===== src/sv/hbrl_pkg.sv =====
// Shared constants for the hashed bucket rate limiter.
package hbrl_pkg;

	localparam int CFG_W = 11;
	localparam int KEY_W = 32;
	localparam int STAMP_W = 5;
	localparam int COUNT_W = 3;
	localparam int ENTRY_W = STAMP_W + COUNT_W;
	localparam logic [COUNT_W-1:0] COUNT_LIMIT = 3'd7;
	localparam logic [KEY_W-1:0] MULT_CONST = 32'd2654435761;
	localparam int DEFAULT_TABLE_DEPTH = 1024;
	localparam int QUEUE_DEPTH = 2;
	localparam int DIV_BITS = 4;

endpackage


===== src/sv/hbrl_front.sv =====
// Front end: accepts requests, hashes the address and reduces it modulo the bucket count.
module hbrl_front #(
	parameter int TABLE_DEPTH = hbrl_pkg::DEFAULT_TABLE_DEPTH,
	parameter int IDX_W = (TABLE_DEPTH > 1) ? $clog2(TABLE_DEPTH) : 1
) (
	input  logic                        clk,
	input  logic                        arst_n,
	input  logic                        push,
	output logic                        full,
	input  logic                        is_ipv6,
	input  logic [hbrl_pkg::KEY_W-1:0]  key_word0,
	input  logic [hbrl_pkg::KEY_W-1:0]  key_word1,
	input  logic [hbrl_pkg::KEY_W-1:0]  elapsed_seconds,
	input  logic [hbrl_pkg::CFG_W-1:0]  bucket_count,
	input  logic                        hold,
	output logic                        q_push,
	input  logic                        q_full,
	output logic [IDX_W+hbrl_pkg::STAMP_W:0] q_data
);
	import hbrl_pkg::*;

	localparam logic [CFG_W-1:0] DEPTH_CAP =
		(TABLE_DEPTH > (2 ** CFG_W) - 1) ? '1 : CFG_W'(TABLE_DEPTH);
	localparam int DIV_STEPS = KEY_W / DIV_BITS;
	localparam int STEP_W = (DIV_STEPS > 1) ? $clog2(DIV_STEPS) : 1;

	typedef enum logic [2:0] {
		ST_IDLE,
		ST_MIX_A,
		ST_MIX_B,
		ST_MUL,
		ST_DIV,
		ST_PUSH
	} state_t;

	state_t              state_q;
	logic [KEY_W-1:0]    k0_q, k1_q;
	logic                v6_q;
	logic                bypass_q;
	logic [STAMP_W-1:0]  window_q;
	logic [CFG_W-1:0]    n_q;
	logic [CFG_W-1:0]    rem_q;
	logic [STEP_W-1:0]   step_q;
	logic [CFG_W-1:0]    n_sat;
	logic [CFG_W-1:0]    rem_next;
	logic [KEY_W-1:0]    dvd_next;
	logic [KEY_W-1:0]    hash;
	logic [IDX_W+CFG_W-1:0] rem_ext;

	function automatic logic [KEY_W-1:0] mix_a(input logic [KEY_W-1:0] k);
		logic [KEY_W-1:0] t;
		t = k + (k << 12);
		t = t ^ (t >> 22);
		t = t + (t << 4);
		t = t ^ (t >> 9);
		return t;
	endfunction

	function automatic logic [KEY_W-1:0] mix_b(input logic [KEY_W-1:0] k);
		logic [KEY_W-1:0] t;
		t = k + (k << 10);
		t = t ^ (t >> 2);
		t = t + (t << 7);
		t = t ^ (t >> 12);
		return t;
	endfunction

	assign n_sat = (bucket_count > DEPTH_CAP) ? DEPTH_CAP : bucket_count;

	// The IPv6 lane only contributes when the family says so.
	always_comb begin
		logic [KEY_W-1:0] h0, h1;
		h0 = (k0_q >> 3) * MULT_CONST;
		h1 = (k1_q >> 3) * MULT_CONST;
		hash = v6_q ? (h0 ^ h1) : h0;
	end

	// Restoring remainder, several dividend bits per cycle; k0_q serves as the dividend.
	always_comb begin
		logic [CFG_W:0] t;
		logic [CFG_W-1:0] r;
		logic [KEY_W-1:0] d;
		r = rem_q;
		d = k0_q;
		for (int i = 0; i < DIV_BITS; i++) begin
			t = {r, d[KEY_W-1]};
			d = d << 1;
			if (t >= {1'b0, n_q}) begin
				t = t - {1'b0, n_q};
			end
			r = t[CFG_W-1:0];
		end
		rem_next = r;
		dvd_next = d;
	end

	assign rem_ext = {{IDX_W{1'b0}}, rem_q};
	assign q_data = {bypass_q, window_q, rem_ext[IDX_W-1:0]};
	assign q_push = (state_q == ST_PUSH) && !q_full;
	assign full = (state_q != ST_IDLE) || hold;

	always_ff @(posedge clk or negedge arst_n) begin
		if (!arst_n) begin
			state_q <= ST_IDLE;
			k0_q <= '0;
			k1_q <= '0;
			v6_q <= 1'b0;
			bypass_q <= 1'b0;
			window_q <= '0;
			n_q <= '0;
			rem_q <= '0;
			step_q <= '0;
		end else begin
			unique case (state_q)
				ST_IDLE: begin
					if (push && !full) begin
						k0_q <= key_word0;
						k1_q <= key_word1;
						v6_q <= is_ipv6;
						window_q <= elapsed_seconds[STAMP_W-1:0];
						n_q <= n_sat;
						bypass_q <= (n_sat == '0);
						rem_q <= '0;
						step_q <= '0;
						state_q <= (n_sat == '0) ? ST_PUSH : ST_MIX_A;
					end
				end
				ST_MIX_A: begin
					k0_q <= mix_a(k0_q);
					k1_q <= mix_a(k1_q);
					state_q <= ST_MIX_B;
				end
				ST_MIX_B: begin
					k0_q <= mix_b(k0_q);
					k1_q <= mix_b(k1_q);
					state_q <= ST_MUL;
				end
				ST_MUL: begin
					k0_q <= hash;
					state_q <= ST_DIV;
				end
				ST_DIV: begin
					rem_q <= rem_next;
					k0_q <= dvd_next;
					step_q <= step_q + 1'b1;
					if (step_q == STEP_W'(DIV_STEPS - 1)) begin
						state_q <= ST_PUSH;
					end
				end
				ST_PUSH: begin
					if (!q_full) begin
						state_q <= ST_IDLE;
					end
				end
				default: state_q <= ST_IDLE;
			endcase
		end
	end

	a_rem_in_range: assert property (@(posedge clk) disable iff (!arst_n)
		(state_q == ST_PUSH && !bypass_q) |-> (rem_q < n_q && n_q != '0))
		else $error("bucket index not below bucket count");

endmodule


===== config.mk =====
export PLATFORM = sky130hd
export DESIGN_NAME = hbrl_front
export DESIGN_NICKNAME = d
export VERILOG_FILES = /design/src/sv/hbrl_pkg.sv /design/src/sv/hbrl_front.sv
export SDC_FILE = /design/constraint.sdc
export NUM_CORES = 2
export LEC_CHECK = 0
export BUFFER_PORTS_ARGS = -buffer_cell sky130_fd_sc_hd__buf_2
export CAP_MARGIN = 10
export CORE_MARGIN = 5
export CORE_UTILIZATION = 23
export DETAILED_ROUTE_END_ITERATION = 6
export GPL_TIMING_DRIVEN = 0
export PLACE_DENSITY = 0.39
export SYNTH_ARGS = -nofsm -noshare
export SYNTH_HDL_FRONTEND = slang
export SYNTH_SLANG_ARGS = --single-unit

===== constraint.sdc =====
create_clock -name clk -period 11.1 [get_ports clk]
set_input_delay 0 -clock clk [delete_from_list [all_inputs] [get_ports clk]]
set_output_delay 0 -clock clk [all_outputs]
set_load 0.005 [all_outputs]

Word level (Yosys, flattened, before mapping)

Cells that the tools add are included.

Register bits: 99
RAM bits: 0
Input port bits: 113
Latch bits: 0
Output and inout port bits: 18
Memories: 0
Bits in read-only memories: 0

Shift-type cells: 0
Muxes and demuxes: 19
Equal/unequal tests: 9
Magnitude comparators: 5
Add/subtract/negate cells: 13
Bitwise logic cells: 9
Div/mod/pow operators: 0
Reduce and logical (&&, ||, !) cells: 16
Multiply operators: 2

Operators with widths:

| kind                                                   | number |
|---|---|
| adder 32 bit                                           | 8 |
| case mux 32 bit (5 select lines)                       | 1 |
| two-way mux 32 bit                                     | 3 |
| case mux 32 bit (3 select lines)                       | 1 |
| two-way mux 11 bit                                     | 6 |
| multiplier 29 x 32 -> 32 bit (second input constant)   | 2 |
| XOR 32 x 10 -> 32 bit                                  | 2 |
| XOR 32 x 20 -> 32 bit                                  | 2 |
| XOR 32 x 23 -> 32 bit                                  | 2 |
| XOR 32 x 30 -> 32 bit                                  | 2 |
| >= comparator 12 x 11 -> 1 bit                         | 4 |
| subtractor 11 bit                                      | 4 |
| XOR 32 bit                                             | 1 |
| case mux 11 bit (2 select lines)                       | 1 |
| case mux 3 bit (6 select lines)                        | 1 |
| two-way mux 3 bit                                      | 5 |
| greater-than comparator 11 bit (second input constant) | 1 |
| zero test 11 bit                                       | 1 |
| == test 3 bit (second input constant)                  | 3 |
| AND reduction 2 bit                                    | 4 |
| == test 3 x 2 -> 1 bit (second input constant)         | 2 |
| != test 2 bit (second input constant)                  | 3 |
| case mux 3 bit (2 select lines)                        | 1 |
| nonzero test 3 bit                                     | 2 |
| other kinds (9)                                        | 11 |

Depth between registers and ports, before layout

Depth after elaboration: 9
Depth in mapped cells: 44
Depth with buffers taken out: 43

Worst setup path after synthesis

No wires, ideal clock.

Path type: reg2reg
Start: register k0_q[31]
End: register rem_q[9]
Path slack: 2299 ps
Stages on the path, launching flop included: 45
Arrival: 8675 ps
Data required time: 10974 ps
Clock period less this slack: 8801 ps
Cell sequence: dfrtp_1 -> inv_1 -> ha_1 -> fa_1 -> nand2b_1 -> a21boi_1 -> o21ai_2 -> a211oi_2 -> or2_2 -> nor2_1 -> nand2_1 -> o21ai_0 -> fa_1 -> a21oi_1 -> o21bai_1 -> a221oi_2 -> a21oi_1 -> a211oi_1 -> [9 not listed] -> a41o_1 -> a21oi_1 -> o31a_1 -> buf_6 -> mux2_2 -> ha_1 -> a21o_1 -> a21oi_1 -> o21ai_0 -> a21oi_1 -> o21ai_0 -> nor4_1 -> o21bai_1 -> nor2_1 -> mux2i_4 -> and2_4 -> buf_6 -> a221o_1

Cells in the longest elaborated chain, start to end: 9
Elaborated cells on any way between the ends: 13
Classes of those cells: add/sub: 4; order compare: 4; mux: 5

RTL lines:

| element                                                                    | line                               | source |
|---|---|---|
| start, declared                                                            | hbrl_front.sv:37                   | `logic [KEY_W-1:0] k0_q, k1_q;` |
| start signal, assigned                                                     | hbrl_front.sv:117                  | `k0_q <= key_word0;` |
| start signal, assigned                                                     | hbrl_front.sv:129                  | `k0_q <= mix_a(k0_q);` |
| start signal, assigned                                                     | hbrl_front.sv:134                  | `k0_q <= mix_b(k0_q);` |
| subtractor 11 bit / >= comparator 12 x 11 -> 1 bit (equally long branches) | hbrl_front.sv:89, hbrl_front.sv:88 |  |
| two-way mux 11 bit (*)                                                     | hbrl_front.sv:88                   | `if (t >= {1'b0, n_q}) begin` |
| subtractor 11 bit / >= comparator 12 x 11 -> 1 bit (equally long branches) | hbrl_front.sv:89, hbrl_front.sv:88 |  |
| two-way mux 11 bit (*)                                                     | hbrl_front.sv:88                   |  |
| subtractor 11 bit / >= comparator 12 x 11 -> 1 bit (equally long branches) | hbrl_front.sv:89, hbrl_front.sv:88 |  |
| two-way mux 11 bit (*)                                                     | hbrl_front.sv:88                   |  |
| subtractor 11 bit / >= comparator 12 x 11 -> 1 bit (equally long branches) | hbrl_front.sv:89, hbrl_front.sv:88 |  |
| two-way mux 11 bit (*)                                                     | hbrl_front.sv:88                   |  |
| case mux 11 bit (2 select lines) (*)                                       | hbrl_front.sv:114                  | `unique case (state_q)` |
| end signal, assigned                                                       | hbrl_front.sv:143                  | `rem_q <= rem_next;` |
| end, declared                                                              | hbrl_front.sv:42                   | `logic [CFG_W-1:0] rem_q;` |

Mark *: on every way between the ends. The rest lies on a longest branch, timed or not.
A chain may end at the register's enable or synchronous reset.

Final worst setup path

Same ends and word-level chain as after synthesis.

==> results.sh <==
export IMPL_slew_headroom=0.0399
export IMPL_crit_slowest_cell="dfrtp_4"
export IMPL_worstPathRequired_ns=11.39
export IMPL_synth_top_family_by_area="adder cells"
export IMPL_crit_cells=44
export IMPL_synth_xor_area_frac=0.123
export IMPL_finalSetupViolCount=0
export IMPL_antenna_found_initial=10
export IMPL_rsz0062_at_grt="no"
export IMPL_drt_vias_per_instance=4.76
export IMPL_fin_skew_ns=0.0227
export IMPL_area_growth_pct=11.0
export IMPL_cp_max_fo=10
export IMPL_htreeDepth=3
export IMPL_final_nets=5329
export IMPL_whs_ns=0.00424
export IMPL_crit_family="compound AO/OA/AOI/OAI gates"
export IMPL_synth_area_top_cells="fa_1 (22%), ha_1 (20%), xnor2_1 (8.4%)"
export IMPL_pin_count=131
export IMPL_synth_avg_cell_area_sq_um=8.62
export IMPL_fin_setup_tns_ns=0
export IMPL_synth_seq_cells=99
export IMPL_drt_iter0_markers=2098
export IMPL_synth_seq_area_share=0.0703
export IMPL_cp_buffers_inverters=4
export IMPL_synth_mux_area_frac=0.0124
export IMPL_num_vias=29900
export IMPL_cts_setup_buffers=0
export IMPL_critPathLaunchType="register"
export IMPL_drc=0
export IMPL_firstDrtPassIters=6
export IMPL_yosysTopAreaCellShare=0.224
export IMPL_start_util=0.232
export IMPL_cp_slowest_stage_delay_ns=0.58
export IMPL_path_clk_slew_ns=0.10
export IMPL_dp_slack_ns=0.295
export IMPL_wl_um=141000
export IMPL_yosysTopAreaCell="fa_1"
export IMPL_clk_latency_ns=0.41
export IMPL_drv_slew=0
export IMPL_die_x_um=401
export IMPL_rows=143
export IMPL_grt_remaining_overflow=0
export IMPL_layout_commonest_cell="inv_1"
export IMPL_synth_edf_count=0
export IMPL_fin_crit_ns=10.34
export IMPL_final_hold_viol_count=0
export IMPL_finalWorstSetupSlack_ns=0.765
export IMPL_fillers=16700
export IMPL_grt_start_max_net_pins=71
export IMPL_synth_cells=4089
export IMPL_tightestPinTransition_ns=1.43
export IMPL_end_kind="register"
export IMPL_min_path_type="primary input to register"
export IMPL_gp_congestion=0.947
export IMPL_path_common_cell="a21oi_1"
export IMPL_cts_root_buf="clkbuf_16"
export IMPL_async_reset_ff_frac=1.00
export IMPL_yosys_area_share_simple=0.0974
export IMPL_fmax_mhz=96.8
export IMPL_die_h_um=401
export IMPL_final_cell_mix="inv_1 (695), ha_1 (574), fa_1 (394)"
export IMPL_grt_usage=0.171
export IMPL_cts_tree="yes"
export IMPL_yosysWarnings=0
export IMPL_core_area_sq_um=152000
export IMPL_fin_util=0.257
export IMPL_die_area_sq_um=161000
export IMPL_synth_adder_area_share=0.428
export IMPL_crit_type="register to register"
export IMPL_synthFlopType="dfrtp_1"
export IMPL_cts_made_buffers=9
export IMPL_maxCapViolCount=0
export IMPL_grt_pass1_wl_um=207000
export IMPL_status="complete, no violations"
export IMPL_cts_sinks=99
export IMPL_synth_compound_area_share=0.181
export IMPL_grt_pass1_vias=30400
export IMPL_synth_cell_types=99
export IMPL_fin_crit_sh=0.931
export IMPL_antenna_left=0
export IMPL_holdPathStages=3
export IMPL_synth_fp_nets=5170
export IMPL_dp_hpwl_um=119000
export IMPL_drive_above_1_share=0.0494
export IMPL_portBuffers=103
export IMPL_clock_path_buffers=2
export IMPL_worst_r2r_cell_count=44
export IMPL_crit_arrival_ns=10.62
export IMPL_synth_area_sq_um=35200
export IMPL_wl_per_cell_um=22.4
## layout make-up
cell class | count | area, sq um | share of cell area
antenna | 4 | 10.0 | 0.000256
buffer | 108 | 477 | 0.0122
clock buffer | 10 | 239 | 0.00611
clock inverter | 6 | 77.6 | 0.00198
inverter | 696 | 2610 | 0.0668
multi-input combinational | 3186 | 29700 | 0.759
sequential | 99 | 2490 | 0.0636
tap | 2030 | 2540 | 0.0650
timing repair buffer | 148 | 990 | 0.0253
## sequential cells by signal (all words and copies together), names as in the netlist
signal / flops
rem_q: 11
step_q: 3
state_q: 3
v6_q: 1
k1_q: 32
k0_q: 32
bypass_q: 1
n_q: 11
window_q: 5
## per-stage QoR
stage,area (sq um),instances
final,39100,6287
after global routing,39100,6283
after floorplan,35200,4089
after global placement,38300,6222
after detailed placement,38300,6223
after CTS,39100,6283
## worst register-to-register path, delay by kind of cell, from the launching register on
kind / cells / cell delay [ns]
AO/OA/AOI/OAI: 25 / 5.05
adder cells (fa/ha/maj): 5 / 1.81
AND/OR/NAND/NOR: 7 / 1.29
multiplexers: 3 / 0.87
buffers and inverters: 4 / 0.64
flip-flops: 1 / 0.58
## cells in the mapped netlist (34+ instances only)
cell type,n
xor2_1,134
o21bai_1,34
a21o_1,92
nor2_1,201
ha_1,574
inv_1,695
o21ai_0,175
nand2_1,227
o21a_1,50
clkbuf_1,80
fa_1,394
nand3_1,50
a211oi_1,35
o22ai_1,34
dfrtp_1,99
xnor2_1,339
a21oi_1,273
a31oi_1,41
nor3_1,53
## routing by layer
layer	up-vias	GRT usage	routed length [um]
met4	2	0.0360	3450
met5	-	0	13
met1	14700	0.244	66200
li1	14200	-	-
met3	159	0.0251	8190
met2	817	0.275	63200
## final timing paths
kind                                from           to  slack, ns
setup / recovery                k0_q[31]     rem_q[9]       0.76
hold / removal             key_word1[21]     k1_q[21]      0.004
setup reg to reg                k0_q[31]     rem_q[9]       0.76
hold reg to reg              window_q[1]  window_q[1]       0.47
max in group asynchronous         arst_n      k1_q[3]      10.30
min in group asynchronous         arst_n       n_q[3]       0.05
## kinds of logic (layout without fill, tap and decap cells)
family	count (synthesis)	in the layout
adder cells (fa/ha/maj)	968	968
flip-flops	99	99
multiplexers	39	39
AO/OA/AOI/OAI	969	969
buffers and inverters	804	968
other	0	4
AND/OR/NAND/NOR	728	728
XOR/XNOR	482	482
## what timing repair did
item / 4_1_cts / 5_1_grt
gates resized for setup: 0 / 6
endpoints found under the setup margin: 0 / 11
hold buffers: 44 / 0
endpoints found under the hold margin: 138 / 0
Power is left out: the tool's default activity adds up to more than one toggle a clock period on the data nets, which glitch-free logic cannot reach.
