## src/sv/hbrl_pkg.sv

```systemverilog
// Shared constants for the hashed bucket rate limiter.
package hbrl_pkg;

	localparam int CFG_W = 11;
	localparam int KEY_W = 32;
	localparam int STAMP_W = 5;
	localparam int COUNT_W = 3;
	localparam int ENTRY_W = STAMP_W + COUNT_W;
	localparam logic [COUNT_W-1:0] COUNT_LIMIT = 3'd7;
	localparam logic [KEY_W-1:0] MULT_CONST = 32'd2654435761;
	localparam int DEFAULT_TABLE_DEPTH = 1024;
	localparam int QUEUE_DEPTH = 2;
	localparam int DIV_BITS = 4;

endpackage

```

## src/sv/hbrl_fifo.sv

```systemverilog
// Short queue between the hashing front end and the bucket update back end.
module hbrl_fifo #(
	parameter int W = 8,
	parameter int DEPTH = hbrl_pkg::QUEUE_DEPTH
) (
	input  logic         clk,
	input  logic         arst_n,
	input  logic         wr_en,
	input  logic [W-1:0] wr_data,
	output logic         is_full,
	input  logic         rd_en,
	output logic [W-1:0] rd_data,
	output logic         is_empty
);
	localparam int PTR_W = (DEPTH > 1) ? $clog2(DEPTH) : 1;
	localparam int CNT_W = $clog2(DEPTH + 1);

	logic [W-1:0]     slot_q [DEPTH];
	logic [PTR_W-1:0] wr_ptr_q, rd_ptr_q;
	logic [CNT_W-1:0] count_q;
	logic             do_wr, do_rd;

	assign is_full = (count_q == CNT_W'(DEPTH));
	assign is_empty = (count_q == '0);
	assign do_wr = wr_en && !is_full;
	assign do_rd = rd_en && !is_empty;
	assign rd_data = slot_q[rd_ptr_q];

	always_ff @(posedge clk) begin
		if (do_wr) begin
			slot_q[wr_ptr_q] <= wr_data;
		end
	end

	always_ff @(posedge clk or negedge arst_n) begin
		if (!arst_n) begin
			wr_ptr_q <= '0;
			rd_ptr_q <= '0;
			count_q <= '0;
		end else begin
			if (do_wr) begin
				wr_ptr_q <= (wr_ptr_q == PTR_W'(DEPTH - 1)) ? '0 : wr_ptr_q + 1'b1;
			end
			if (do_rd) begin
				rd_ptr_q <= (rd_ptr_q == PTR_W'(DEPTH - 1)) ? '0 : rd_ptr_q + 1'b1;
			end
			if (do_wr && !do_rd) begin
				count_q <= count_q + 1'b1;
			end else if (do_rd && !do_wr) begin
				count_q <= count_q - 1'b1;
			end
		end
	end

	a_count_bound: assert property (@(posedge clk) disable iff (!arst_n)
		count_q <= CNT_W'(DEPTH))
		else $error("queue occupancy beyond its depth");

endmodule

```

## config.mk

```make
export PLATFORM = sky130hd
export DESIGN_NAME = hbrl_fifo
export DESIGN_NICKNAME = d
export VERILOG_FILES = /design/src/sv/hbrl_pkg.sv /design/src/sv/hbrl_fifo.sv
export SDC_FILE = /design/constraint.sdc
export NUM_CORES = 1
export LEC_CHECK = 0
export ABC_AREA = 1
export BUFFER_PORTS_ARGS = -buffer_cell sky130_fd_sc_hd__clkbuf_2
export CORE_MARGIN = 3
export CORE_UTILIZATION = 44
export CTS_CLUSTER_SIZE = 24
export DETAILED_ROUTE_END_ITERATION = 8
export HOLD_SLACK_MARGIN = 0.08
export PLACE_DENSITY = 0.71
export SLEW_MARGIN = 10
export SYNTH_ARGS = -nofsm -noshare
export SYNTH_HDL_FRONTEND = slang
export SYNTH_SLANG_ARGS = --single-unit
```

## constraint.sdc

```tcl
create_clock -name clk -period 1.35 [get_ports clk]
set_input_delay 0.27 -clock clk [delete_from_list [all_inputs] [get_ports clk]]
set_output_delay 0.27 -clock clk [all_outputs]
set_load 0.005 [all_outputs]
```

-- Word-level counts from Yosys, hierarchy flattened
Memories as Yosys holds them, arrays and structs flattened.
Cells that the tools add are included.
- register bits after elaboration: 4
- RAM bits: 16
- word-level logic and storage cells: 25
- memories kept: 1
- add/sub/neg operators: 4
- equal/unequal tests: 1
- muxes and demuxes: 6
- reductions and logical operators: 10
- memory list (name ; depth ; width ; rd ports ; clocked after memory_dff ; wr ports ; RTL line ; RTL):
    slot_q ; 2 ; 8 ; 1 ; 0 ; 1 ; hbrl_fifo.sv:18 ; logic [W-1:0] slot_q [DEPTH];
- operators by type and width (cell ; count):
    $logic_and A1 B1 Y1 ; 4
    $logic_not A1 Y1 ; 4
    $mux W1 ; 4
    $mux W2 ; 2
    $add A1 B1 Y1 const B ; 2
    $add A2 B1 Y2 const B ; 1
    $eq A2 B2 Y1 const B ; 1
    $logic_not A2 Y1 ; 1
    $reduce_bool A2 Y1 ; 1
    $sub A2 B1 Y2 const B ; 1

-- Longest topological paths before layout
Gate-level depths: netlist of run 1.
- word-level depth: 7
- mapped depth: 9

-- Worst setup path after synthesis of run 1
OpenSTA, ideal clock, no wires.
- path type: register to register
- start point: register count_q[1]
- end point: memory slot_q[1][0] (enable)
- setup time: 0.371 ns
- arrival time: 0.951 ns
- required time: 0.979 ns
- path slack: 0.028 ns
- cell stages (with the launch flop): 4
- period minus slack after synthesis: 1.322 ns
- cell sequence: dfrtp_1 inv_1 o21ai_0 nor2_1
- longest elaborated chain between the ends: 5
- RTL lines (what ; RTL line ; RTL):
    from (decl) ; hbrl_fifo.sv:20 ; logic [CNT_W-1:0] count_q;
    from (signal assigned) ; hbrl_fifo.sv:48 ; count_q <= count_q + 1'b1;
    from (signal assigned) ; hbrl_fifo.sv:50 ; count_q <= count_q - 1'b1;
    $eq A2 B2 Y1 ; hbrl_fifo.sv:23 ; assign is_full = (count_q == CNT_W'(DEPTH));
    $logic_not A1 Y1 ; hbrl_fifo.sv:25 ; assign do_wr = wr_en && !is_full;
    $logic_and A1 B1 Y1 ; hbrl_fifo.sv:25 ;
    $mux W1 ; hbrl_fifo.sv:30 ; if (do_wr) begin
    $mux W1 (not written as such) ; hbrl_fifo.sv:31 ; slot_q[wr_ptr_q] <= wr_data;
    to (decl) ; hbrl_fifo.sv:18 ;
Every way passes these cells.

-- Worst setup path after layout of run 1
- start point: register count_q[0]
- end point: output port is_empty
- longest elaborated chain between the ends: 1
- RTL lines (what ; RTL line ; RTL):
    $logic_not A2 Y1 ; hbrl_fifo.sv:24 ; assign is_empty = (count_q == '0);
    to (decl) ; hbrl_fifo.sv:13 ; output logic is_empty
Every way passes these cells.

==> results.md, run 1 <==
- Status: finished with violations
- Failing checks: negative setup slack
- Final Wtd Congestion: 0.784
- N_diodes: 0
- Net Switching: 0.852 mW
- Clock tree sinks: 20
- CP Launch Type: flop
- Worst hold endpoint: slot_q[0][4]$_DFFE_PP_
- Wire per inst: 11.3 um
- Adder-cell share of the synthesized area: between 1.5 and 2%
- Pins Over Slew Limit: 0
- Share of layout cells above drive strength 1: 46.7%
- Post-Syn Instances: 73
- Worst hold margin: between 100 and 150 ps
- Slew at the pin with the worst max-slew slack: 391 ps
- Vias: 597
- Maxcap violations: 0
- Grt ovf: 0
- R2R depth: 8
- Commonest non-fill, non-tap cells in the layout: 23 x nand2_1, 21 x clkbuf_2, 16 x edfxtp_1
- Synthesized cell area: 810 um2
- Main combinational cell family by area after synthesis: simple AND/OR/NAND/NOR gates
- Switching share of power: 36.5%
- Most common cell after layout, fill and taps aside: nand2_1
- Vias per cell: 4.56
- Crit path kind: reg2out
- Layout Skew: roughly 2.2 ps
- Total wire length: between 1 and 1.5 mm
- Largest net degree at the start of global routing: 12
- Ys Warns: 0
- Final instance area: 1110 um2
- Min Tclk post-route: 1440 ps
- HP Class: in2reg
- Compound-Gate Fraction of Synth Area: under 10%
- All-Layer GR Usage: 13.9%
- Chip height: 48.9 um
- Min-Delay Path Depth: 1
- Layout Cells excl Fill: 131
- CTS clk-pin slew, worst paths: between 100 and 150 ps
- PortBufs: 21
- Worst EP arrival: 1170 ps
- Final #Nets: 121
- Final count of hold timing violations: 0
- Routed Antenna Nets: 0
- Critical Path RT: between 1000 and 1500 ps
- DRC: 0
- Post-synthesis xor/xnor area fraction: 1.08%
- Worst r2r dst: count_q[1]$_DFFE_PN0P_
- Post-synthesis mux area share: 0%
- Combinational power share: 46.4%
- Setup violations, final: 11
- Worst R2R Start: count_q[0]$_DFFE_PN0P_
- Setup slack at placement: -85.8 ps
- Mapped Nets: 86
- Reg2Reg Setup Slack: -50 ps
- Sequential area share after synthesis: 71.7%
- Simple-Gate Fraction of Synth Area: 20.1%
- Pwr/cell area: 2100 nW/um2
- Buffer levels on the longest clock path: 2
- Core Region: roughly 1600 um2
- Starting Density: 50.2%
- Yosys cell types: 14
- VDD IR max: ~0.0013 V
- Pleak: between 0.5 and 0.6 nW
- Average size of a mapped cell: roughly 11 um2
- Critical Path End Type: output port
- Max Freq: ~690 MHz
- CTS buffer count: 3
- CP Max Fanout: 4
- Final worst slack: -90.7 ps
- RSZ-0062 raised after global routing: true
- DRT iter0 DRCs: 14
- Vias in the first global route: ~600
- Tcrit/Tclk final: 107%
- CTS tree: yes
- Dpl hpwl: 1.02 mm
- Placed cell count: about 120
- DRT Pass-1 Iters: 4
- Initial antenna violation count: 0
- Num ports: 22
- H-tree lvl count: 1
- Cell Area, Placed: slightly below 1000 um2
- Area Growth Syn to Fin: 37.7%
- Slew headroom: 73.9%
- Die W: 48.9 um
- Internal power: 1.48 mW
- Global-route wire length before repair: 2.50 mm
- FF+latch count, synth: 20
- Clk root buf: clkbuf_4
- Clock latency on the worst-skew pair: 300 ps
- Flop pwr share: 41.1%
- Overall Power: 2.34 mW
- Hold Startpoint: wr_data[4]
- Clock share of power: 12.5%
- DIE AREA: 2390 um2
- Site Rows: 14
-- worst max path at each step --
stage / depth (start not counted) / slack (ps) / to / start
CTS: 4 / -90 / is_empty / count_q[0]$_DFFE_PN0P_
finish: 4 / -90 / is_empty / count_q[0]$_DFFE_PN0P_
global placement: 7 / -60 / count_q[1]$_DFFE_PN0P_ / count_q[0]$_DFFE_PN0P_
global route: 8 / -140 / count_q[1]$_DFFE_PN0P_ / count_q[0]$_DFFE_PN0P_
floorplan: 3 / 30 / slot_q[1][0]$_DFFE_PP_ / count_q[1]$_DFFE_PN0P_
detailed placement: 7 / -90 / count_q[1]$_DFFE_PN0P_ / count_q[0]$_DFFE_PN0P_
-- registers in the layout (all words and copies together), names as in the netlist --
register,cells
count_q,2
rd_ptr_q,1
slot_q,16
wr_ptr_q,1
-- power by group through the flow --
stage / Combinational (mW) / Clock (mW) / Sequential (mW)
2_1_floorplan: 0.462 / 0 / 0.930
3_3_place_gp: 0.844 / 0 / 0.930
6_report: 1.09 / 0.292 / 0.960
5_1_grt: 1.21 / 0.315 / 0.981
3_5_place_dp: 0.866 / 0 / 0.935
4_1_cts: 1.07 / 0.305 / 0.954
-- routing by layer --
metal  GRT usage [%]  vias up  share of wire (%)
met5               0        -                  0
met4            8.53        0                2.0
met3            2.14        2                4.4
met2            21.5       16                 49
met1            18.2      271                 44
li1                -      308                  -
-- cell usage after synthesis --
library cell,count,area (um2)
nor2_2,2,12.5
inv_1,7,26.3
xnor2_1,1,8.76
nand4_1,1,6.26
nor2_1,2,7.51
nand3b_1,1,7.51
dfrtp_1,4,100
nand3_1,1,5.00
nand2_1,33,124
edfxtp_1,16,480
o21ai_0,2,10.0
ha_1,1,12.5
inv_2,1,3.75
buf_2,1,5.00
-- area by class of cell --
type | count | area (um2)
clock buffer | 3 | 22.5
timing repair buffer | 30 | 194
sequential | 20 | 582
clock inverter | 1 | 3.75
tap | 24 | 30.0
fill | 115 | 497
timing repair inverter | 1 | 7.51
multi-input combinational | 44 | 239
inverter | 8 | 36.3
-- timing repair --
action / 4_1_cts / 5_1_grt
pin swaps: 10 / 2
hold buffers: 1 / 0
endpoints found under the hold margin: 4 / 0
resized for setup: 20 / 4
setup endpoints to repair: 27 / 20
setup buffers: 2 / 0
gates cloned: 1 / 0
-- cell families (layout without fill, tap and decap cells) --
logic type                 count (synthesis)  count (layout)
and+or+nand+nor                           40              40
DFF                                       20              20
buffers and inverters                      9              43
AOI/OAI and AO/OA                          2               2
adders and majority gates                  1               1
xor gates and xnor gates                   1               1
-- critical path, stage by stage (launching register included) --
cell and delay (ps):
dfrtp_1 430, buf_6 130, buf_6 120, nor2_4 70
clkbuf_2 110
-- through the flow --
| stage | TNS (ps) | util (%) |
|---|---|---|
| after global routing | -1700 | 69.2 |
| after CTS | -755 | 68.3 |
| after floorplan | 0 | - |
| after global placement | -417 | 61.1 |
| final | -693 | 69.2 |
| after detailed placement | -967 | 61.1 |
Note: power is estimated with default switching activity, not from simulation.
==> run 2: changes to the inputs <==
==> constraint.sdc (replaced) <==
create_clock -name clk -period 1.35 [get_ports clk]
set_input_delay 0.27 -clock clk [delete_from_list [all_inputs] [get_ports clk]]
set_output_delay 0.27 -clock clk [all_outputs]
set_load 0.1 [all_outputs]
==> run 2 against run 1 <==
The flow still finishes with violations (negative setup slack). Via count grew 7.7%. Die area is the same. First-iteration DRC count grew 86%. Global-route usage grew 2.6 points. Critical endpoint is now is_full. Highest routed layer unchanged.
==> results.md, run 2 (synthesis results as in run 1) <==
- DRT iter0 DRCs: 26
- Area Growth Syn to Fin: 67.7%
- DIE AREA: 2390 um2
- Final worst slack: -185 ps
- Die W: 48.9 um
- Starting Density: 50.2%
- Critical Path RT: 1080 ps
- Multi-input logic area: 285 um2
- Clock latency on the worst-skew pair: 310 ps
- Maxcap violations: 0
- Layout filler cell count: 87
- Initial antenna violation count: 0
- Share of layout cells above drive strength 1: 59.6%
- Min Tclk post-route: 1530 ps
- Wire per inst: 14.5 um
- Layout Skew: ~4.6 ps
- Total wire length: between 1.5 and 2 mm
- Worst EP arrival: 1260 ps
- CP Max Fanout: 2
- Reg with most FFs: slot_q
- Crit path kind: reg2out
- Critical Path End Type: output port
- Pins Over Slew Limit: 0
- Num ports: 22
- Chip height: slightly below 50 um
- PortBufs: 21
- Tcrit/Tclk final: 114%
- Buffer levels on the longest clock path: 2
- Clock tree sinks: 20
- Slew at the pin with the worst max-slew slack: 510 ps
- Site Rows: 14
- CTS clk-pin slew, worst paths: 110 ps
- Core Region: 1610 um2
- Failing checks: negative setup slack
- Clk root buf: clkbuf_4
- Vias in the first global route: 624
- Register Area: 583 um2
- Vias: between 600 and 700
- R2R depth: 10
- CTS tree: yes
- Final #Nets: 123
- Max Freq: 652 MHz
- Vias per cell: 4.83
- Commonest non-fill, non-tap cells in the layout: 17 x nand2_2, 16 x edfxtp_1, 15 x nand2_1
- CP Launch Type: flop
- Most common cell after layout, fill and taps aside: nand2_2
- Global-route wire length before repair: roughly 2.9 mm
- Final count of hold timing violations: 0
- DRT Pass-1 Iters: 4
- HP Class: in2reg
- Largest net degree at the start of global routing: 13
- DRC: 0
- Slew headroom: 65.6%
- N_diodes: 0
- Total Negative Setup Slacks: -1760 ps
- Registers with the most flip-flops: slot_q x16, count_q x2
- Grt ovf: 0
- Largest register FFs: 16
- Min-Delay Path Depth: 1
- Setup violations, final: 24
- RSZ-0062 raised after global routing: true
- Routed Antenna Nets: 0
- Dpl hpwl: 1.22 mm
- CTS buffer count: 3
- All-Layer GR Usage: between 15 and 20%
- H-tree lvl count: 1
- Final Wtd Congestion: 0.797
- Status: finished with violations
-- run 2: cell types whose count changed in the layout (fill, tap and decap cells not counted), moves of 2 or more --
| cell | change |
|---|---|
| nand2_1 | -8 |
| buf_4 | +3 |
| clkbuf_2 | -10 |
| nand2_2 | +7 |
| buf_12 | +10 |
| clkinv_4 | +2 |
| clkinvlp_4 | -2 |
-- run 2: through the flow --
stage	std cells	worst slack [ps]	hold WS [ps]	util, %	cell area [um2]
final	133	-185	143	84.2	1360
after global placement	123	-58.1	81.6	72.2	1160
after global routing	133	-215	145	84.2	1360
after detailed placement	123	-136	85.7	72.2	1160
after floorplan	73	-333	-25.6	-	838
after CTS	131	-166	141	79.3	1280
-- run 2: what timing repair did --
| item | CTS | global route |
|---|---|---|
| pin swaps | 1 | 7 |
| gates resized for setup | 9 | 20 |
| cloned | 0 | 1 |
| endpoints found under the setup margin | 20 | 28 |
| hold endpoints to repair | 4 | 0 |
| hold buffers | 1 | 0 |
| setup buffers | 3 | 1 |
-- run 2: per-layer routing --
layer / GRT usage, % / wire [um] / part of all wire [%]
met1: 18.4 / 736 / 38
met2: 30.8 / 1030 / 53
met3: 3.06 / 142 / 7.4
met4: 5.69 / 21 / 1.1
met5: 0 / 0 / 0
-- run 2: final cells by class --
class	instances	share of cell area [%]
clock buffer	3	1.66
clock inverter	1	2.21
inverter	8	2.95
multi-input combinational	44	21.0
sequential	20	42.9
tap	24	2.21
timing repair buffer	33	27.0
-- run 2: critical path, cell delays in order (launching register included) --
cell and delay, ps:
dfrtp_1 410, inv_2 60, buf_6 120, nor2_4 110
buf_6 110, buf_12 160
-- run 2: worst paths after layout --
kind                                   startpoint                     end  slack, ps
setup / recovery           count_q[1]$_DFFE_PN0P_                 is_full       -180
hold / removal                         wr_data[2]  slot_q[1][2]$_DFFE_PP_        140
setup reg to reg           count_q[1]$_DFFE_PN0P_  count_q[1]$_DFFE_PN0P_       -110
hold reg to reg              wr_ptr_q$_DFFE_PN0N_    wr_ptr_q$_DFFE_PN0N_        520
max in group asynchronous                  arst_n    rd_ptr_q$_DFFE_PN0P_        890
min in group asynchronous                  arst_n  count_q[0]$_DFFE_PN0P_        310
Power of run 2 is left out: the tool's default activity adds up to more than one toggle a clock period on the data nets, which glitch-free logic cannot reach.
==> run 3: changes to the inputs <==
Settings changed: BUFFER_PORTS_ARGS -buffer_cell sky130_fd_sc_hd__clkbuf_2 to unset, CORE_UTILIZATION 44 to 52, DONT_BUFFER_PORTS set to 1, GPL_TIMING_DRIVEN set to 0, MAX_ROUTING_LAYER set to met4, PLACE_DENSITY 0.71 to 0.7.
==> run 3 against run 2 <==
The flow now stops in clock tree synthesis. Synthesized cell count is the same. Area after synthesis is the same.
==> results.md, run 3 <==
- Hold Buf Count CTS: 9
- Post-Syn Instances: 73
- Cells taking the most area after synthesis: edfxtp_1 59%, nand2_1 15%, dfrtp_1 12%, inv_1 3.2%, ha_1 1.5%
- Num ports: 22
- Clock tree sinks: 20
- Buffer levels on the longest clock path: 2
- Fraction of registers with async set/reset: 20.0%
- Main synth FF type: edfxtp_1
- Dpl hpwl: approximately 900 um
- Most numerous cell in the Yosys netlist: nand2_1
- Setup slack at placement: -427 ps
- Average size of a mapped cell: 11.1 um2
- Yosys cell types: 14
- Sequential area share after synthesis: 71.7%
- Mapped Nets: 86
- Clk root buf: clkbuf_4
- Die W: 45.5 um
- Error msg: [ERROR DPL-0038] Utilization greater than 100%, impossible to legalize
- Status: aborted with a tool error
- # resized after CTS: 65
- Post-synth EDFFs: 16
- CTS buffer count: 3
- Top cells by instance count after synthesis: 33 x nand2_1, 16 x edfxtp_1, 7 x inv_1
- FF+latch count, synth: 20
- Final Wtd Congestion: 0.778
- Ys Warns: 0
- Step where the flow halted: clock tree synthesis
- # Post-CTS Setup Buffers: 8
- Starting Density: around three fifths
- Dominant cell type by area after synthesis: edfxtp_1
- Site Rows: 13
- H-tree lvl count: 1
- Synthesized cell area: 810 um2
- PortBufs: 0
- Synth top area share: 59.4%
- Chip height: 45.5 um
==> run 3: kinds of logic after synthesis <==
kind of cell | after synthesis | synth area share, %
buffers and inverters | 9 | 4.33
adder cells (fa/ha/maj) | 1 | 1.55
AND/OR/NAND/NOR | 40 | 20.1
AO/OA/AOI/OAI | 2 | 1.24
flip-flops | 20 | 71.7
XOR/XNOR | 1 | 1.08
==> run 3: through the flow <==
step	cells	area [um2]	TNS (ps)	util [%]	hold slack, ps
3_3_place_gp	88	857	-5320	62.0	-25.4
3_5_place_dp	88	857	-5560	62.0	-25.5
2_1_floorplan	73	838	-1910	-	-25.6
==> run 4: changes to the inputs <==
Settings changed: CORE_AREA set to 3 3 64 66, CORE_MARGIN 3 to unset, CORE_UTILIZATION 52 to unset, CTS_CLUSTER_SIZE 24 to unset, DIE_AREA set to 0 0 67 69, HOLD_SLACK_MARGIN 0.08 to unset, MAX_ROUTING_LAYER met4 to unset, PLACE_DENSITY 0.7 to unset, PLACE_DENSITY_LB_ADDON set to 0.15.
Clock period 1.35 ns to 1.8 ns, I/O delays scaled along.
==> run 4 against run 3 <==
The flow now finishes without violations.
==> results.md, run 4 (synthesis results as in run 1) <==
- Worst EP arrival: 1860 ps
- N_diodes: 0
- CTS clk-pin slew, worst paths: 80 ps
- DRT iter0 DRCs: 18
- Share of layout cells above drive strength 1: 27.2%
- Critical Path Sink: count_q[1]$_DFFE_PN0P_
- DIE AREA: 4620 um2
- Num ports: 22
- Vias in the first global route: 518
- Final #Nets: 95
- H-tree lvl count: 1
- Multi-input logic area: 302 um2
- Critical Path End Type: flop
- Chip height: 69 um
- Pins Over Slew Limit: 0
- Setup slack at placement: -51.6 ps
- Worst R2R Start: count_q[0]$_DFFE_PN0P_
- Max Freq: 585 MHz
- Initial antenna violation count: 0
- Dpl hpwl: 1.08 mm
- Slew headroom: 50.6%
- Slew at the pin with the worst max-slew slack: roughly 740 ps
- CP Launch Type: flop
- Final Wtd Congestion: 0.668
- Reg2Reg Setup Slack: 90 ps
- CTS buffer count: 3
- Crit-path cells: buf_4 > buf_4 > o21ai_0 > ha_4 > inv_1 > nand3_1 > nand2_1 > nand2_1
- Core Region: 3630 um2
- PortBufs: 0
- CTS tree: yes
- Commonest non-fill, non-tap cells in the layout: 25 x nand2_1, 16 x edfxtp_1, 7 x inv_1
- Most common cell after layout, fill and taps aside: nand2_1
- Final worst slack: 92.0 ps
- Largest net degree at the start of global routing: 13
- Maxcap violations: 0
- Clock latency on the worst-skew pair: roughly 250 ps
- Area Growth Syn to Fin: 34.0%
- Global-route wire length before repair: 2.50 mm
- Placed cell count: 121
- Final count of hold timing violations: 0
- Layout Skew: 2.28 ps
- Layout Cells excl Fill: 129
- Layout filler cell count: between 300 and 400
- Site Rows: 22
- Registers with the most flip-flops: slot_q x16, count_q x2
- Clk root buf: clkbuf_8
- HP Class: in2reg
- Grt ovf: 0
- Wire per inst: 12.2 um
- Max stage delay on crit path: 420 ps
- Vias per cell: 3.78
- Clock tree sinks: 20
- Status: finished, final reports clean
- Largest register FFs: 16
- Register Area: 582 um2
- DRT Pass-1 Iters: 4
- Starting Density: 22.3%
- Tcrit/Tclk final: 94.9%
- DRC: 0
- R2R depth: 8
- Critical path origin: count_q[0]$_DFFE_PN0P_
- Worst r2r dst: count_q[1]$_DFFE_PN0P_
- All-Layer GR Usage: 7.57%
- Worst hold margin: 195 ps
- Routed Antenna Nets: 0
- Reg with most FFs: slot_q
- Min Tclk post-route: 1710 ps
- Crit path kind: reg2reg
- Total wire length: 1.57 mm
- RSZ-0062 raised after global routing: false
- CP Max Fanout: 4
- Vias: 487
- Setup violations, final: 0
- Die W: 67 um
- Buffer levels on the longest clock path: 2
- Slowest stage cell, crit path: dfrtp_2
- Critical Path RT: 1950 ps
## run 4: worst min path at each step
stage                          start                     end  slack [ps]  depth (start not counted)
after floorplan               arst_n  count_q[0]$_DFFE_PN0P_          60                          0
after global placement        arst_n  count_q[0]$_DFFE_PN0P_          60                          0
after detailed placement      arst_n  count_q[0]$_DFFE_PN0P_          60                          0
after CTS                 wr_data[5]  slot_q[1][5]$_DFFE_PP_         190                          0
after global routing      wr_data[5]  slot_q[0][5]$_DFFE_PP_         180                          0
final                     wr_data[5]  slot_q[1][5]$_DFFE_PP_         200                          0
## run 4: per-stage QoR
stage          area (um2)  TNS [ps]  utilization [%]
6_report             1080         0             29.9
5_1_grt              1080         0             29.9
4_1_cts              1060         0             29.2
3_5_place_dp          877      -251             24.1
3_3_place_gp          877      -155             24.1
2_1_floorplan         817         0                -
## run 4: metal layers
layer	vias to the layer above	routed length [um]	track usage [%]
met3	2	130	2.61
met2	11	800	11.6
met5	-	0	0
li1	251	-	-
met1	223	618	8.64
met4	0	21	5.18
## run 4: worst max-delay path, delay by kind of cell, from the launching register on
| family | cells | cell delay [ps] |
|---|---|---|
| compound gates | 1 | 350 |
| fa+ha+maj | 1 | 280 |
| buf+inv | 3 | 370 |
| flops | 1 | 420 |
| simple gates | 3 | 190 |
## run 4: repair_timing
| action | in CTS | in global routing |
|---|---|---|
| resized for setup | 19 | 4 |
| hold buffers | 1 | 0 |
| endpoints found under the hold margin | 4 | 0 |
| pin swaps | 1 | 1 |
| setup buffers | 3 | 0 |
| endpoints found under the setup margin | 10 | 17 |
## run 4: cell type report
class,count,share of cell area (%)
flip-flops and latches,20,53.6
multi-input cells,44,27.8
well taps,48,5.54
clock buffers,3,3.81
repair buffers,4,3.00
inverters,8,3.00
clock inverters,1,2.77
plain buffers,1,0.461
Power of run 4 is left out for the same reason.
